===== config.mk =====
export PLATFORM = sky130hd
export DESIGN_NAME = fspm_result_scan
export DESIGN_NICKNAME = d
export VERILOG_FILES = /design/src/sv/assert_macros.svh /design/src/sv/fspm_pkg.sv /design/src/sv/fspm_result_scan.sv
export SDC_FILE = /design/constraint.sdc
export NUM_CORES = 1
export LEC_CHECK = 0
export ABC_AREA = 1
export ABC_CLOCK_PERIOD_IN_PS = 7190
export BUFFER_PORTS_ARGS = -buffer_cell sky130_fd_sc_hd__buf_4
export CORE_AREA = 2 2 345 347
export CTS_CLUSTER_DIAMETER = 40
export DETAILED_ROUTE_END_ITERATION = 10
export DIE_AREA = 0 0 347 349
export GPL_ROUTABILITY_DRIVEN = 0
export PLACE_DENSITY = 0.44
export SYNTH_ARGS = -nofsm -noshare
export SYNTH_HDL_FRONTEND = slang
export SYNTH_SLANG_ARGS = --single-unit

===== constraint.sdc =====
create_clock -name aclk -period 7.19 [get_ports aclk]
set_input_delay 1.438 -clock aclk [delete_from_list [all_inputs] [get_ports aclk]]
set_output_delay 1.438 -clock aclk [all_outputs]
set_load 0.005 [all_outputs]

===== src/sv/assert_macros.svh =====
// assertion macros for the pattern matcher rtl
// included by files that carry concurrent checks, no other dependencies
`ifndef ASSERT_MACROS_SVH
`define ASSERT_MACROS_SVH
`ifndef SYNTHESIS
`define ASSERT_CLK(lbl, clk, rstn, prop) \
    lbl: assert property (@(posedge clk) disable iff (!rstn) prop) \
        else $error("assertion failed");
`define ASSERT_NEVER(lbl, clk, rstn, expr) \
    lbl: assert property (@(posedge clk) disable iff (!rstn) !(expr)) \
        else $error("assertion failed");
`else
`define ASSERT_CLK(lbl, clk, rstn, prop)
`define ASSERT_NEVER(lbl, clk, rstn, expr)
`endif
`endif


===== src/sv/fspm_pkg.sv =====
// shared types and constants of the pattern matcher
// no dependencies
package fspm_pkg;

    localparam int FACT_W       = 64;
    localparam int IDX_W        = 6;
    localparam int SEL_W        = 3;
    localparam int SLOT_W       = 6;
    localparam int LEN_IN_W     = 4;
    localparam int ID_W         = 16;
    localparam int POS_W        = 16;
    localparam int RESULT_LIMIT = 16;
    localparam int LIST_IW      = 4;
    localparam int CNT_W        = 5;
    localparam int S_DATA_W     = 80;
    localparam int M_DATA_W     = 48;

    typedef enum logic [1:0] {
        OP_PRED_MASK = 2'd0,
        OP_RULE_SLOT = 2'd1,
        OP_GLYPH     = 2'd2,
        OP_RULE_HDR  = 2'd3
    } op_t;

    localparam logic [SEL_W-1:0] SEL_ALL  = 3'd0;
    localparam logic [SEL_W-1:0] SEL_ANY  = 3'd1;
    localparam logic [SEL_W-1:0] SEL_NONE = 3'd2;

    typedef struct packed {
        logic              en;
        logic [SEL_W-1:0]  sel;
        logic [IDX_W-1:0]  idx;
        logic [FACT_W-1:0] data;
    } pred_wr_t;

endpackage


===== src/sv/fspm_result_scan.sv =====
// result scanner: walks the hit vector of one glyph, drops duplicates,
// caps the count and drives the registered result channel; depends on fspm_pkg
module fspm_result_scan #(
    parameter int NUM_RULES = 16,
    parameter int LW        = 4
) (
    input  logic                                  aclk,
    input  logic                                  aresetn,
    input  logic                                  load,
    input  logic [NUM_RULES-1:0]                  hits,
    input  logic [NUM_RULES-1:0][fspm_pkg::ID_W-1:0] ids,
    input  logic [NUM_RULES-1:0][LW-1:0]          lens,
    input  logic [fspm_pkg::POS_W-1:0]            end_pos,
    output logic                                  busy,
    output logic                                  m_tvalid,
    input  logic                                  m_tready,
    output logic [fspm_pkg::M_DATA_W-1:0]         m_tdata,
    output logic                                  m_tlast
);

    localparam int RW = (NUM_RULES > 1) ? $clog2(NUM_RULES) : 1;
    localparam int LIM = fspm_pkg::RESULT_LIMIT;

    logic                                   busy_reg, busy_next;
    logic [NUM_RULES-1:0]                   pend_reg, pend_next;
    logic [NUM_RULES-1:0][fspm_pkg::ID_W-1:0] id_reg, id_next;
    logic [NUM_RULES-1:0][LW-1:0]           len_reg, len_next;
    logic [fspm_pkg::POS_W-1:0]             end_reg, end_next;
    logic [LIM-1:0][fspm_pkg::ID_W-1:0]     lid_reg, lid_next;
    logic [LIM-1:0][LW-1:0]                 llen_reg, llen_next;
    logic [fspm_pkg::CNT_W-1:0]             cnt_reg, cnt_next;
    logic                                   held_valid_reg, held_valid_next;
    logic [fspm_pkg::ID_W-1:0]              held_id_reg, held_id_next;
    logic [LW-1:0]                          held_len_reg, held_len_next;
    logic                                   out_valid_reg, out_valid_next;
    logic [fspm_pkg::M_DATA_W-1:0]          out_data_reg, out_data_next;
    logic                                   out_last_reg, out_last_next;

    logic                          found;
    logic [RW-1:0]                 first;
    logic [fspm_pkg::ID_W-1:0]     cand_id;
    logic [LW-1:0]                 cand_len;
    logic                          dup;
    logic                          out_free;
    logic [fspm_pkg::POS_W-1:0]    held_start;

    always_comb begin
        found = 1'b0;
        first = '0;
        for (int r = NUM_RULES - 1; r >= 0; r--) begin
            if (pend_reg[r]) begin
                found = 1'b1;
                first = RW'(r);
            end
        end
    end

    assign cand_id  = id_reg[first];
    assign cand_len = len_reg[first];
    assign out_free = !out_valid_reg || m_tready;
    assign held_start = end_reg - fspm_pkg::POS_W'(held_len_reg) + 16'd1;

    always_comb begin
        dup = 1'b0;
        for (int k = 0; k < LIM; k++) begin
            if ((fspm_pkg::CNT_W'(k) < cnt_reg) && (lid_reg[k] == cand_id)
                    && (llen_reg[k] == cand_len)) begin
                dup = 1'b1;
            end
        end
    end

    always_comb begin
        busy_next       = busy_reg;
        pend_next       = pend_reg;
        id_next         = id_reg;
        len_next        = len_reg;
        end_next        = end_reg;
        lid_next        = lid_reg;
        llen_next       = llen_reg;
        cnt_next        = cnt_reg;
        held_valid_next = held_valid_reg;
        held_id_next    = held_id_reg;
        held_len_next   = held_len_reg;
        out_valid_next  = out_valid_reg && !m_tready;
        out_data_next   = out_data_reg;
        out_last_next   = out_last_reg;
        if (load) begin
            busy_next = 1'b1;
            pend_next = hits;
            id_next   = ids;
            len_next  = lens;
            end_next  = end_pos;
            cnt_next  = '0;
        end else if (busy_reg) begin
            if (found) begin
                if (dup) begin
                    pend_next[first] = 1'b0;
                end else if (!held_valid_reg || out_free) begin
                    if (held_valid_reg) begin
                        out_valid_next = 1'b1;
                        out_data_next  = {end_reg, held_start, held_id_reg};
                        out_last_next  = 1'b0;
                    end
                    held_valid_next = 1'b1;
                    held_id_next    = cand_id;
                    held_len_next   = cand_len;
                    lid_next[cnt_reg[fspm_pkg::LIST_IW-1:0]]  = cand_id;
                    llen_next[cnt_reg[fspm_pkg::LIST_IW-1:0]] = cand_len;
                    cnt_next = cnt_reg + 1'b1;
                    pend_next[first] = 1'b0;
                    if (cnt_next == fspm_pkg::CNT_W'(LIM)) begin
                        pend_next = '0;
                    end
                end
            end else if (held_valid_reg) begin
                if (out_free) begin
                    out_valid_next  = 1'b1;
                    out_data_next   = {end_reg, held_start, held_id_reg};
                    out_last_next   = 1'b1;
                    held_valid_next = 1'b0;
                    busy_next       = 1'b0;
                end
            end else begin
                busy_next = 1'b0;
            end
        end
    end

    always_ff @(posedge aclk) begin
        if (!aresetn) begin
            busy_reg       <= 1'b0;
            pend_reg       <= '0;
            cnt_reg        <= '0;
            held_valid_reg <= 1'b0;
            out_valid_reg  <= 1'b0;
        end else begin
            busy_reg       <= busy_next;
            pend_reg       <= pend_next;
            cnt_reg        <= cnt_next;
            held_valid_reg <= held_valid_next;
            out_valid_reg  <= out_valid_next;
        end
    end

    always_ff @(posedge aclk) begin
        id_reg       <= id_next;
        len_reg      <= len_next;
        end_reg      <= end_next;
        lid_reg      <= lid_next;
        llen_reg     <= llen_next;
        held_id_reg  <= held_id_next;
        held_len_reg <= held_len_next;
        out_data_reg <= out_data_next;
        out_last_reg <= out_last_next;
    end

    assign busy     = busy_reg;
    assign m_tvalid = out_valid_reg;
    assign m_tdata  = out_data_reg;
    assign m_tlast  = out_last_reg;

endmodule


==> Word-level counts from Yosys, hierarchy flattened <==
Index checks and enable logic that the tools add are counted.
{ "totals": {"regBits": 749, "input_bits": 356, "elab_cells": 283} }
{ "op_classes": {"reduce_logical": 51, "n_addsub": 3, "n_eq_ne": 36, "n_mux": 94, "bitwise_logic": 5, "magnitude_cmp": 20} }
{ "ops": {"columns": ["op", "n"], "rows": [
  ["48-bit 2-to-1 mux", 6],
  ["256-bit bitwise mux", 1],
  ["16-bit == test", 16],
  ["16-bit 2-to-1 mux", 8],
  ["4-bit 2-to-1 mux", 18],
  ["16-bit binary-select mux with 4-bit select", 1],
  ["64-bit bitwise mux", 1],
  ["16-bit demux with 4-bit select", 1],
  ["4-bit == test", 16],
  ["1-bit 2-to-1 mux", 55],
  ["4-bit by 5-bit < comparator with 1-bit output, first input constant", 8],
  ["1-bit logical AND", 35],
  ["3-bit by 5-bit < comparator with 1-bit output, first input constant", 4],
  ["16-bit by 1-bit adder with 16-bit output, second input constant", 1],
  ["16-bit AND", 1],
  ["4-bit binary-select mux with 4-bit select", 1],
  ["4-bit demux with 4-bit select", 1],
  ["16-bit NOT", 1],
  ["16-bit by 4-bit subtractor with 16-bit output", 1],
  ["1-bit by 5-bit < comparator with 1-bit output, first input constant", 2],
  ["2-bit by 5-bit < comparator with 1-bit output, first input constant", 2],
  ["4-bit by 5-bit < comparator with 1-bit output, second input constant", 2],
  ["4-bit by 1-bit greater-or-equal comparator with 1-bit output, second input constant", 2],
  ["4-bit AND reduction", 2],
  ["other kinds (15)", 23]
]} }

==> Logic depth before layout (Yosys ltp) <==
Gate-level depths: netlist (run 1).
{ "logic_depth": {"ltp_word": 41, "depth_mapped": 43, "ltp_nobuf": 39} }

==> Worst setup path after synthesis (run 1) <==
OpenSTA, ideal clock, no wires.
{ "synth_path": {"kind": "flip-flop to flip-flop", "start": "reg pend_reg[13]", "end": "reg out_data_reg (netlist bit m_tdata[0]), enable pin", "setup_time_ps": 456, "n_path_buf": 3, "arrival_time_ps": 5020, "slack_ps": 1714, "stages_incl_launch_ff": 36, "period_less_slack_ps": 5476, "path_cell_list": "dfxtp_1 inv_2 nand2_1 nand2_1 nand2_1 nand2_1 nand2_1 nand2_1 nand2_1 nand2_1 nand2_1 nand2_1 nand2_2 nand2_2 buf_6 buf_2 nand3b_1 nand2_1 inv_1 nand3_1 nand2_1 nand2_1 nor2_2 buf_2 nand2_1 nand2_1 nor2_1 nand2_1 nor2_1 nand3_1 nand2_1 nor2_1 nand3_1 o21bai_2 nand4_1 nor2_1"} }
{ "synth_between": {"elab_chain_len": 37, "word_cells_on_any_way": 118, "cone_classes": "35 x eq/ne; 48 x mux; 35 x reduce/logical"} }
{ "synth_lines": {"columns": ["element", "line", "source"], "rows": [
  ["start, declared", "fspm_result_scan.sv:25", "logic [NUM_RULES-1:0] pend_reg, pend_next;"],
  ["start signal, assigned", "fspm_result_scan.sv:139", "pend_reg <= pend_next;"],
  ["4-bit 2-to-1 mux * (14 in series)", "fspm_result_scan.sv:51", "if (pend_reg[r]) begin"],
  ["16-bit binary-select mux with 4-bit select *", "fspm_result_scan.sv:58", "assign cand_id = id_reg[first];"],
  ["16-bit 2-to-1 mux (not written as such) *", "fspm_result_scan.sv:58", null],
  ["named net cand_id, one bit", "fspm_result_scan.sv:41", "logic [fspm_pkg::ID_W-1:0] cand_id;"],
  ["16-bit == test", "fspm_result_scan.sv:66", "if ((fspm_pkg::CNT_W'(k) < cnt_reg) && (lid_reg[k] == cand_id)"],
  ["1-bit logical AND", "fspm_result_scan.sv:66", null],
  ["1-bit logical AND", "fspm_result_scan.sv:67", "&& (llen_reg[k] == cand_len)) begin"],
  ["1-bit 2-to-1 mux (15 in series)", "fspm_result_scan.sv:66", null],
  ["1-bit 2-to-1 mux *", "fspm_result_scan.sv:66", null],
  ["3-bit != test (no line) or 2-bit != test (tied branches)", null, null],
  ["7-bit AND reduction (no line) *", null, null],
  ["end signal, assigned", "fspm_result_scan.sv:154", "out_data_reg <= out_data_next;"],
  ["end, declared", "fspm_result_scan.sv:36", "logic [fspm_pkg::M_DATA_W-1:0] out_data_reg, out_data_next;"]
]} }
The timed path passes the listed nets; every way through them passes the cells marked *. The select of a mux whose other input is x is not followed.
A chain may end at the register's enable or synchronous reset.

==> Final worst setup path (run 1) <==
{ "layout_path": {"start": "reg pend_reg[15]", "end": "reg lid_reg[211] (netlist bit), enable pin"} }
{ "layout_between": {"elab_chain_len": 39, "word_cells_on_any_way": 118, "cone_classes": "32 x eq/ne; 52 x mux; 1 x bitwise; 33 x reduce/logical"} }
{ "layout_lines": {"columns": ["element", "line", "source"], "rows": [
  ["4-bit 2-to-1 mux (16 in series)", "fspm_result_scan.sv:51", null],
  ["16-bit binary-select mux with 4-bit select", "fspm_result_scan.sv:58", null],
  ["16-bit 2-to-1 mux (not written as such)", "fspm_result_scan.sv:58", null],
  ["16-bit == test", "fspm_result_scan.sv:66", null],
  ["1-bit logical AND", "fspm_result_scan.sv:66", null],
  ["1-bit logical AND", "fspm_result_scan.sv:67", null],
  ["1-bit 2-to-1 mux (16 in series)", "fspm_result_scan.sv:66", null],
  ["1-bit NOT (no line)", null, null],
  ["5-bit AND reduction (no line) *", null, null],
  ["end signal, assigned", "fspm_result_scan.sv:150", "lid_reg <= lid_next;"],
  ["end, declared", "fspm_result_scan.sv:29", "logic [LIM-1:0][fspm_pkg::ID_W-1:0] lid_reg, lid_next;"]
]} }
Every way passes the cells marked *; elsewhere a longest branch is shown, timed or not. The select of a mux whose other input is x is not followed.

==> run summary, run 1 <==
status: completed
count leader, synth: nand2_1
DRC: 0
area of the multi-input gates: 9670 µm²
NetSw: 5.13 mW
Post-Route WL: 115000 µm
clk buf depth: 3
peak supply drop: 0.222 mV
Post-synth top flop: edfxtp_1
RSZ-0062 raised after global routing: no
pin count of the biggest net entering global routing: 97
DP Area: 39900 µm²
Hold Buf Count CTS: 0
reg-to-reg setup timing slack: 0.92 ns
clock sinks: 749
GR Overflow Total: 0
critical path class: reg2reg
Yosys top cell by area: edfxtp_1
setup violators final: 0
critical path's most frequent cell: nand2_1
Reg2Reg Depth: 34
total power: 15.7 mW
Vias: 25.5k
Sw Share: 32.7%
yosys warns: 0
Initial Utilization: 29.7%
TritonCTS Buffers: 137
# H-tree levels: 4
share of post-route cells with drive strength above 1: 18.8%
die width: 347 µm
CP max stage delay: 0.58 ns
Final WS setup: 0.925 ns
Pwr Density: 353 nW/µm²
Post-CTS Resized: 0
Setup Slack @ Placement: 0.872 ns
# IOs: 407
Reg clk slew, reported paths: 0.05 ns
Max Cap Viol: 0
Mapped Nets: 3849
First-pass DRT Iterations: 5
FMAX: 160 MHz
Static Leak: 19.3 nW
EDFF count, synth: 725
Slowest-stage cell, CP: inv_6
critical path required time: 7.58 ns
vias in the first global route: 25.4k
Reg power frac: 34.3%
Hold Path Sink: m_tdata[9]$_DFFE_PP_
wire length per cell: 20.5 µm
first-pass GRT wire length: 169000 µm
CP Launch Type: flop
Crit. End Element: flop
Post-DRT Antenna Nets: 0
Final Cycle Share: 87.1%
Logic pwr share: 24.6%
power share of the clock group: 41.1%
hold path startpoint: held_id_reg[9]$_DFFE_PP_
register area: 22300 µm²
chip height: 349 µm
Int Pwr: 10.6 mW
Hold WC Path Type: reg2reg
Max-slew headroom: 27.6%
Cell variety after synth: 44
largest fanout on the critical path: 96
Detailed Place HPWL: 77300 µm
Nets: 4333
FFs w/ async S/R, synth: 0%
Yosys reg bits: 749
postcts setup bufs: 0
Slew Viols, Final: 0
Die Area: 121000 µm²
Min Hold Slack: 0.415 ns
Post-synth top cells: nand2_1, edfxtp_1, inv_1, nor2_1, nand3_1
fill count: 11.8k
Worst Tran Pin Value: 1.09 ns
final count of hold timing violations: 0
number of buffers added on ports: 406
DRT iter0 DRCs: 1870
Worst R2R End: lid_reg[211]$_DFFE_PP_
Gate Count Post-Synth: 3469
latest clock arrival within the worst-skew pair: 0.73 ns
Fin Setup TNS: 0 ns
Synth top area share: 62.4%
register area share after synthesis: 63.8%
Worst Skew: 0.0370 ns
root buf cell: clkbuf_16
initial antenna violation count: 4
GRT Overall Usage: 18.9%
core area: 117000 µm²
CTS tree: built
RR Startpoint: pend_reg[15]$_SDFFE_PN0P_
crit path DAT: 6.65 ns
Design Area, Final: 44500 µm²
Vias/cell: 4.54
number of cell rows: 126
Area Overhead vs Synth: 27.5%
cell depth of the worst min-delay path: 0
Mean Syn Cell Area: 10.1 µm²
top cells by area, synth: edfxtp_1, nand2_1, inv_1, nand3_1, nand4_1
Final Critical Period: 6.27 ns
Cell Area, Synth: 34900 µm²
## cell usage in the layout (no fill, tap or decap), types with 23 or more instances in the layout
| cell type | instances |
|---|---|
| clkinv_1 | 34 |
| edfxtp_1 | 725 |
| dfxtp_1 | 24 |
| nand3b_1 | 96 |
| clkbuf_16 | 142 |
| o21ai_0 | 82 |
| buf_4 | 478 |
| nor2_1 | 249 |
| nand4_1 | 157 |
| ha_1 | 23 |
| inv_1 | 591 |
| xor2_1 | 44 |
| nand3_1 | 228 |
| nand2_1 | 912 |
| xnor2_1 | 44 |
## through the flow
step | utilization (%) | instances
2_1_floorplan | - | 3469
3_3_place_gp | 34.0 | 5350
3_5_place_dp | 34.0 | 5350
4_1_cts | 37.9 | 5598
5_1_grt | 37.9 | 5601
6_report | 37.9 | 5601
## power groups by stage
stage / sequential, mW / combinational (mW) / clock [mW]
final: 5.38 / 3.86 / 6.45
after global routing: 5.40 / 4.26 / 6.77
after CTS: 5.38 / 3.94 / 6.58
after detailed placement: 5.46 / 3.93 / 0
after global placement: 5.46 / 3.93 / 0
after floorplan: 5.43 / 2.20 / 0
## layer usage
| metal | global-route usage, % | share of wire, % | up-vias |
|---|---|---|---|
| li1 | - | - | 12400 |
| met1 | 24.9 | 44 | 12200 |
| met2 | 31.9 | 49 | 737 |
| met3 | 3.39 | 5.3 | 143 |
| met4 | 5.17 | 1.8 | 0 |
| met5 | 0 | 0 | - |
## worst max-delay path: cells and delay by family (launching register included)
| family | cells | cell delay [ns] |
|---|---|---|
| DFF | 1 | 0.36 |
| AOI/OAI and AO/OA | 1 | 0.13 |
| and+or+nand+nor | 27 | 3.78 |
| buffers and inverters | 6 | 1.51 |
## final cells by class
class                   instances  area share [%]
repair buffers                487            8.46
well taps                    1536            4.32
flip-flops and latches        749            50.0
multi-input cells            1971            21.7
diodes                          3          0.0169
clock buffers                 159            8.18
clock inverters                89            2.12
inverters                     607            5.14
## worst max path at each step
stage / from / end / slack, ns / cells past startpoint
3_3_place_gp: pend_reg[15]$_SDFFE_PN0P_ / m_tdata[5]$_DFFE_PP_ / 0.89 / 29
5_1_grt: pend_reg[15]$_SDFFE_PN0P_ / lid_reg[211]$_DFFE_PP_ / 0.36 / 34
3_5_place_dp: pend_reg[15]$_SDFFE_PN0P_ / m_tdata[13]$_DFFE_PP_ / 0.87 / 31
6_report: pend_reg[15]$_SDFFE_PN0P_ / lid_reg[211]$_DFFE_PP_ / 0.92 / 34
2_1_floorplan: pend_reg[13]$_SDFFE_PN0P_ / m_tdata[0]$_DFFE_PP_ / 1.71 / 35
4_1_cts: pend_reg[15]$_SDFFE_PN0P_ / m_tdata[5]$_DFFE_PP_ / 0.86 / 31
## kinds of logic (layout without fill, tap and decap cells)
group	after synthesis	after routing	synth area share [%]
AOI/OAI and AO/OA	154	154	2.49
buffers and inverters	749	1342	8.78
DFF	749	749	63.8
and+or+nand+nor	1704	1704	21.8
xor gates and xnor gates	88	88	2.21
other	0	3	0
adders and majority gates	24	24	0.882
muxes	1	1	0.0287
No activity file was read; power rests on OpenSTA's default activity.
==> inputs of run 2 (changes only) <==
Settings changed: REMOVE_ABC_BUFFERS from default to 1.
==> run 2 against run 1 <==
Net effect:
- sequential power barely moved
- combinational power shrank 1%
- count of clock-buffer cells in the layout shrank 8
- critical path depth is the same
- non-clock buffer count is 3 lower
- total power down 1.2%
==> run summary, run 2 (same netlist as run 1, synthesis figures left out) <==
Slowest-stage cell, CP: nand2_1
Reg power frac: 34.7% (+0.4 points)
clock sinks: 749 (unchanged)
Int Pwr: 10.4 mW (-1.9%)
DRT iter0 DRCs: 2001 (+7.0%)
DRC: 0 (unchanged)
Fin Setup TNS: 0 ns (unchanged)
number of buffers added on ports: 406 (unchanged)
CP Launch Type: flop
Static Leak: 19.2 nW (-0.58%)
critical path class: reg2reg
setup violators final: 0 (unchanged)
postcts setup bufs: 0 (unchanged)
Max-slew headroom: 23.9% (-3.7 points)
pin count of the biggest net entering global routing: 152 (+57%)
area of the multi-input gates: 9670 µm² (about the same)
chip height: 349 µm (unchanged)
core area: 117000 µm² (unchanged)
FMAX: 153 MHz (-4.1%)
critical path's most frequent cell: nand2_1
fill count: 11.7k (-0.49%)
Vias/cell: 4.54 (about the same)
Reg clk slew, reported paths: 0.06 ns (about the same)
Finished Layout Cells: 5590 (-0.20%)
Slew Viols, Final: 0 (unchanged)
Detailed Place HPWL: 76100 µm (-1.6%)
Max Cap Viol: 0 (unchanged)
Final Cycle Share: 90.9% (+3.8 points)
share of post-route cells with drive strength above 1: 18.8% (+0.056 points)
Pwr Density: 350 nW/µm² (-0.83%)
Logic pwr share: 24.6% (about the same)
DP Cell Count: 5347 (-0.056%)
most frequent cells in the layout: nand2_1, edfxtp_1, inv_1
critical path required time: 7.58 ns (about the same)
register area: 22300 µm² (unchanged)
Post-CTS Resized: 0 (unchanged)
largest fanout on the critical path: 82 (-15%)
GRT Overall Usage: 18.7% (-0.16 points)
Final Critical Period: 6.54 ns (+0.270 ns)
Post-Route WL: 114000 µm (-0.36%)
root buf cell: clkbuf_16
Post-DRT Antenna Nets: 0 (unchanged)
CTS tree: built
Sw Share: 33.1% (+0.46 points)
commonest non-fill, non-tap cell in the layout: nand2_1
Die Area: 121000 µm² (unchanged)
initial antenna violation count: 6 (+2)
first-pass GRT wire length: 167000 µm (-0.91%)
TritonCTS Buffers: 133 (-2.9%)
# IOs: 407 (unchanged)
crit path DAT: 6.93 ns (+0.28 ns)
NetSw: 5.13 mW (+0.13%)
Worst Tran Pin Value: 1.14 ns (+0.0540 ns)
wire length per cell: 20.4 µm (-0.16%)
die width: 347 µm (unchanged)
Vias: 25.4k (-0.20%)
latest clock arrival within the worst-skew pair: 0.73 ns (about the same)
vias in the first global route: 25.3k (-0.61%)
GR Overflow Total: 0 (unchanged)
Hold Buf Count CTS: 0 (unchanged)
Worst Skew: 0.0323 ns (-0.00470 ns)
Crit. End Element: flop
number of cell rows: 126 (unchanged)
RSZ-0062 raised after global routing: no
peak supply drop: 0.259 mV (+17%)
CP max stage delay: 0.55 ns (-0.03 ns)
Area Overhead vs Synth: 26.9%
Initial Utilization: 29.7% (unchanged)
status: completed
clk buf depth: 3 (unchanged)
final count of hold timing violations: 0 (unchanged)
Hold WC Path Type: reg2reg
Nets: 4326 (-0.16%)
First-pass DRT Iterations: 8 (+3)
# H-tree levels: 4 (unchanged)
power share of the clock group: 40.6% (-0.5 points)
[run 2: cell count changes in the layout (fill, tap and decap cells not counted), sizes merged]
| cell | before | now |
|---|---|---|
| bufinv | 16 | 13 |
| clkinvlp | 12 | 17 |
| clkinv | 63 | 60 |
| buf | 487 | 484 |
| clkbuf | 159 | 151 |
| diode | 3 | 4 |
[run 2: layout make-up]
type                    instances  area share [%]
well taps                    1536            4.34
multi-input cells            1971            21.8
diodes                          4          0.0226
flip-flops and latches        749            50.2
repair buffers                484            8.33
clock buffers                 151            7.96
clock inverters                88            2.10
inverters                     607            5.16
[run 2: power groups by stage]
stage | clock network (mW) | logic (mW) | registers [mW]
finish | 6.29 | 3.82 | 5.38
global route | 6.62 | 4.21 | 5.40
CTS | 6.42 | 3.88 | 5.38
detailed placement | 0 | 3.87 | 5.47
global placement | 0 | 3.86 | 5.47
floorplan | 0 | 1.98 | 5.44
[run 2: worst paths after layout]
check	start	to	slack, ns	cells after the start
worst max-delay path	pend_reg[15]$_SDFFE_PN0P_	lid_reg[169]$_DFFE_PP_	0.65	34
worst min-delay path	held_id_reg[5]$_DFFE_PP_	m_tdata[5]$_DFFE_PP_	0.42	0
worst max register to register	pend_reg[15]$_SDFFE_PN0P_	lid_reg[169]$_DFFE_PP_	0.65	34
worst min register to register	held_id_reg[5]$_DFFE_PP_	m_tdata[5]$_DFFE_PP_	0.42	0
[run 2: worst max-delay path, delay by kind of cell, from the launching register on]
family	cells	cell delay, ns
buffers and inverters	6	1.57
DFF	1	0.36
and+or+nand+nor	28	4.05
[run 2: per-layer routing]
metal  track usage [%]  part of all wire [%]  wire (µm)
met1              25.6                    46      52500
met4              5.13                   1.9       2190
met3              3.74                   5.8       6680
met5                 0                 0.043         49
met2              30.2                    46      52800
[run 2: per-stage QoR]
stage / power [mW] / setup WS (ns) / util [%] / hold WS [ns] / cell area, µm²
floorplan: 7.41 / -1.83 / - / 0.400 / 34100
global placement: 9.33 / 0.759 / 33.9 / 0.403 / 39800
detailed placement: 9.33 / 0.749 / 33.9 / 0.405 / 39800
CTS: 15.7 / 0.735 / 37.7 / 0.416 / 44300
global route: 16.2 / 0.129 / 37.7 / 0.424 / 44300
finish: 15.5 / 0.655 / 37.7 / 0.416 / 44300
==> inputs of run 3 (changes only) <==
Settings changed: ABC_AREA 1 to default, CORE_AREA 2 2 345 347 to 2 2 331 333, DIE_AREA 0 0 347 349 to 0 0 333 335, PLACE_DENSITY 0.44 to 0.45.
==> run 3 against run 2 <==
Net effect:
- core utilization grew 0.72 points
- global-route usage grew 1.0 points
- via count shrank 15%
- flip-flop and latch count is the same
- worst hold slack is essentially flat
- register-to-register slack lost 0.11 ns
- clock skew grew 0.0029 ns
- maximum frequency shrank 1.7%
- sequential share of layout area grew 3.3 points
- largest cell class unchanged
- die area shrank 7.9%
- combinational power shrank 7.3%
- highest routed layer unchanged
==> run summary, run 3 <==
clk buf depth: 3 (unchanged)
top cells by area, synth: edfxtp_1, xnor2_1, xor2_1, dfxtp_1, nand2_1
Fin Setup TNS: 0 ns (unchanged)
Die Area: 112000 µm² (-7.9%)
area of the multi-input gates: 9310 µm² (-3.8%)
initial antenna violation count: 22 (+16)
register area share after synthesis: 69.0% (+5.2 points)
wire length per cell: 26.3 µm (+29%)
Hold WC Path Type: reg2reg
Post-DRT Antenna Nets: 0 (unchanged)
GRT Overall Usage: 19.7% (+1.0 points)
Worst Tran Pin Value: 1.31 ns (+0.171 ns)
yosys warns: 0 (unchanged)
first-pass GRT wire length: 158000 µm (-5.6%)
worst path cell trace: nand2b_1 > buf_4 > nand2b_4 > o21ai_4 > mux2i_1 > o2111ai_1 > nor3_2 > buf_4 > xnor2_1 > o2111ai_1 > nor4_1 > and3_1 > or4_1 > nor4_4 > nand2_2 > buf_4 > nor4b_2 > buf_4
critical path class: reg2reg
met3 GRT Util: 4.97% (+1.2 points)
setup violators final: 0 (unchanged)
Cell variety after synth: 95 (+120%)
Setup Slack @ Placement: 0.620 ns (-0.128 ns)
# IOs: 407 (unchanged)
CP max stage delay: 0.67 ns (+0.12 ns)
fill count: 10.2k (-13%)
register area: 22300 µm² (unchanged)
EDFF count, synth: 725 (unchanged)
Final Critical Period: 6.65 ns (+0.113 ns)
Slew Viols, Final: 0 (unchanged)
GR Util met2: 31.2% (+1.0 points)
met1 Usage GRT: 26.2% (+0.61 points)
Finished Layout Cells: 4257 (-24%)
CTS tree: built
Post-synth top cells: edfxtp_1, xnor2_1, xor2_1, nand2_1, o21ai_0
DRT iter0 DRCs: 1836 (-8.2%)
Final Cycle Share: 92.5% (+1.6 points)
chip height: 335 µm (-4.0%)
Crit. End Element: flop
Yosys top cell by area: edfxtp_1
die width: 333 µm (-4.0%)
Worst Skew: 0.0352 ns (+0.00291 ns)
Gate Count Post-Synth: 2224 (-36%)
hold path startpoint: held_id_reg[1]$_DFFE_PP_
commonest non-fill, non-tap cell in the layout: edfxtp_1
Cell Area, Synth: 32200 µm² (-7.6%)
share of post-route cells with drive strength above 1: 27.4% (+8.6 points)
clock sinks: 749 (unchanged)
CP Launch Type: flop
largest fanout on the critical path: 33 (-60%)
status: completed
vias in the first global route: 22.1k (-13%)
pin count of the biggest net entering global routing: 119 (-22%)
Post-CTS Resized: 0 (unchanged)
Area Overhead vs Synth: 28.8%
RSZ-0062 raised after global routing: no
critical path required time: 7.55 ns (-0.03 ns)
crit path launch: pend_reg[2]$_SDFFE_PN0P_
Post-synth top flop: edfxtp_1
GR Overflow Total: 0 (unchanged)
WP buf/inv: 4 (-2)
crit path DAT: 7.01 ns (+0.08 ns)
Yosys reg bits: 749 (unchanged)
peak supply drop: 0.195 mV (-25%)
Design Area, Final: 41500 µm² (-6.2%)
core area: 108000 µm² (-8.0%)
latest clock arrival within the worst-skew pair: 0.71 ns (-0.02 ns)
number of buffers added on ports: 406 (unchanged)
critical path's most frequent cell: buf_4
Vias/cell: 5.08 (+12%)
number of cell rows: 121 (-4.0%)
Top delay family on crit path: simple AND/OR/NAND/NOR gates
final count of hold timing violations: 0 (unchanged)
count leader, synth: edfxtp_1
Mean Syn Cell Area: 14.5 µm² (+44%)
root buf cell: clkbuf_16
# H-tree levels: 3 (-1)
Nets: 3108 (-28%)
Reg clk slew, reported paths: 0.05 ns (about the same)
postcts setup bufs: 0 (unchanged)
First-pass DRT Iterations: 6 (-2)
Post-Route WL: 112000 µm (-1.9%)
Slowest-stage cell, CP: or4_1
Final WS setup: 0.542 ns (-0.113 ns)
DRC: 0 (unchanged)
DP Cell Count: 4026 (-25%)
Pwr Density: 354 nW/µm² (+1.1%)
Synth top area share: 67.5% (+5.1 points)
Max Cap Viol: 0 (unchanged)
FMAX: 150 MHz (-1.7%)
most frequent cells in the layout: edfxtp_1, buf_4, xnor2_1
TritonCTS Buffers: 114 (-14%)
Initial Utilization: 29.8% (+0.12 points)
GRT Max-Usage Layer: met2
DP Area: 37500 µm² (-5.9%)
Detailed Place HPWL: 78400 µm (+3.1%)
RR Startpoint: pend_reg[2]$_SDFFE_PN0P_
Vias: 21.6k (-15%)
Max-slew headroom: 12.6% (-11 points)
Hold Buf Count CTS: 0 (unchanged)
Static Leak: 14.7 nW (-23%)
FFs w/ async S/R, synth: 0% (unchanged)
[run 3: cell types whose count changed in the layout (fill, tap and decap cells not counted), sizes merged, moves of 117 or more]
cell,previous run,this run
nand2,923,116
inv,605,83
nor2,282,67
nand3,228,63
nand4,157,40
xnor2,44,161
[run 3: cells by family (layout without fill, tap and decap cells)]
family,after synthesis,count (layout),synth area share [%]
AOI/OAI and AO/OA,411,411,8.94
xor gates and xnor gates,286,286,7.77
adders and majority gates,24,24,0.955
buffers and inverters,180,783,2.85
DFF,749,749,69.0
muxes,30,30,0.951
other,0,16,0
and+or+nand+nor,544,544,9.53
[run 3: metal layers]
metal	part of all wire (%)	vias to the layer above	wire length [µm]
met5	0.064	-	72
li1	-	9667	-
met1	43	10800	48200
met4	3.1	10	3470
met3	7.6	191	8540
met2	46	912	51700
[run 3: cell type report]
class,count,area share (%)
Inverter,58,0.524
Antenna cell,16,0.0964
Clock buffer,120,7.02
Timing Repair Buffer,510,9.45
Sequential cell,749,53.6
Clock inverter,95,2.67
Multi-Input combinational cell,1295,22.4
Tap cell,1414,4.26
[run 3: path summary, 6_finish.rpt]
kind                            depth (start not counted)                     end  slack (ns)
worst max register to register                         18  llen_reg[25]$_DFFE_PP_        0.54
worst min register to register                          0    m_tdata[1]$_DFFE_PP_        0.42
worst max-delay path                                   18  llen_reg[25]$_DFFE_PP_        0.54
worst min-delay path                                    0    m_tdata[1]$_DFFE_PP_        0.42
[run 3: through the flow]
step / total power [mW] / hold slack [ns] / utilization, %
final: 14.7 / 0.417 / 38.4
after global routing: 15.3 / 0.418 / 38.4
after CTS: 14.8 / 0.416 / 38.4
after detailed placement: 9.07 / 0.405 / 34.7
after global placement: 9.05 / 0.404 / 34.7
after floorplan: 7.27 / 0.400 / -
[run 3: power by group]
| part | internal [mW] | total, mW | switching [mW] |
|---|---|---|---|
| Combinational | 1.12 | 3.54 | 2.43 |
| Sequential | 5.32 | 5.40 | 0.0879 |
| Clock | 3.55 | 5.75 | 2.20 |
| Total | 9.98 | 14.7 | 4.71 |
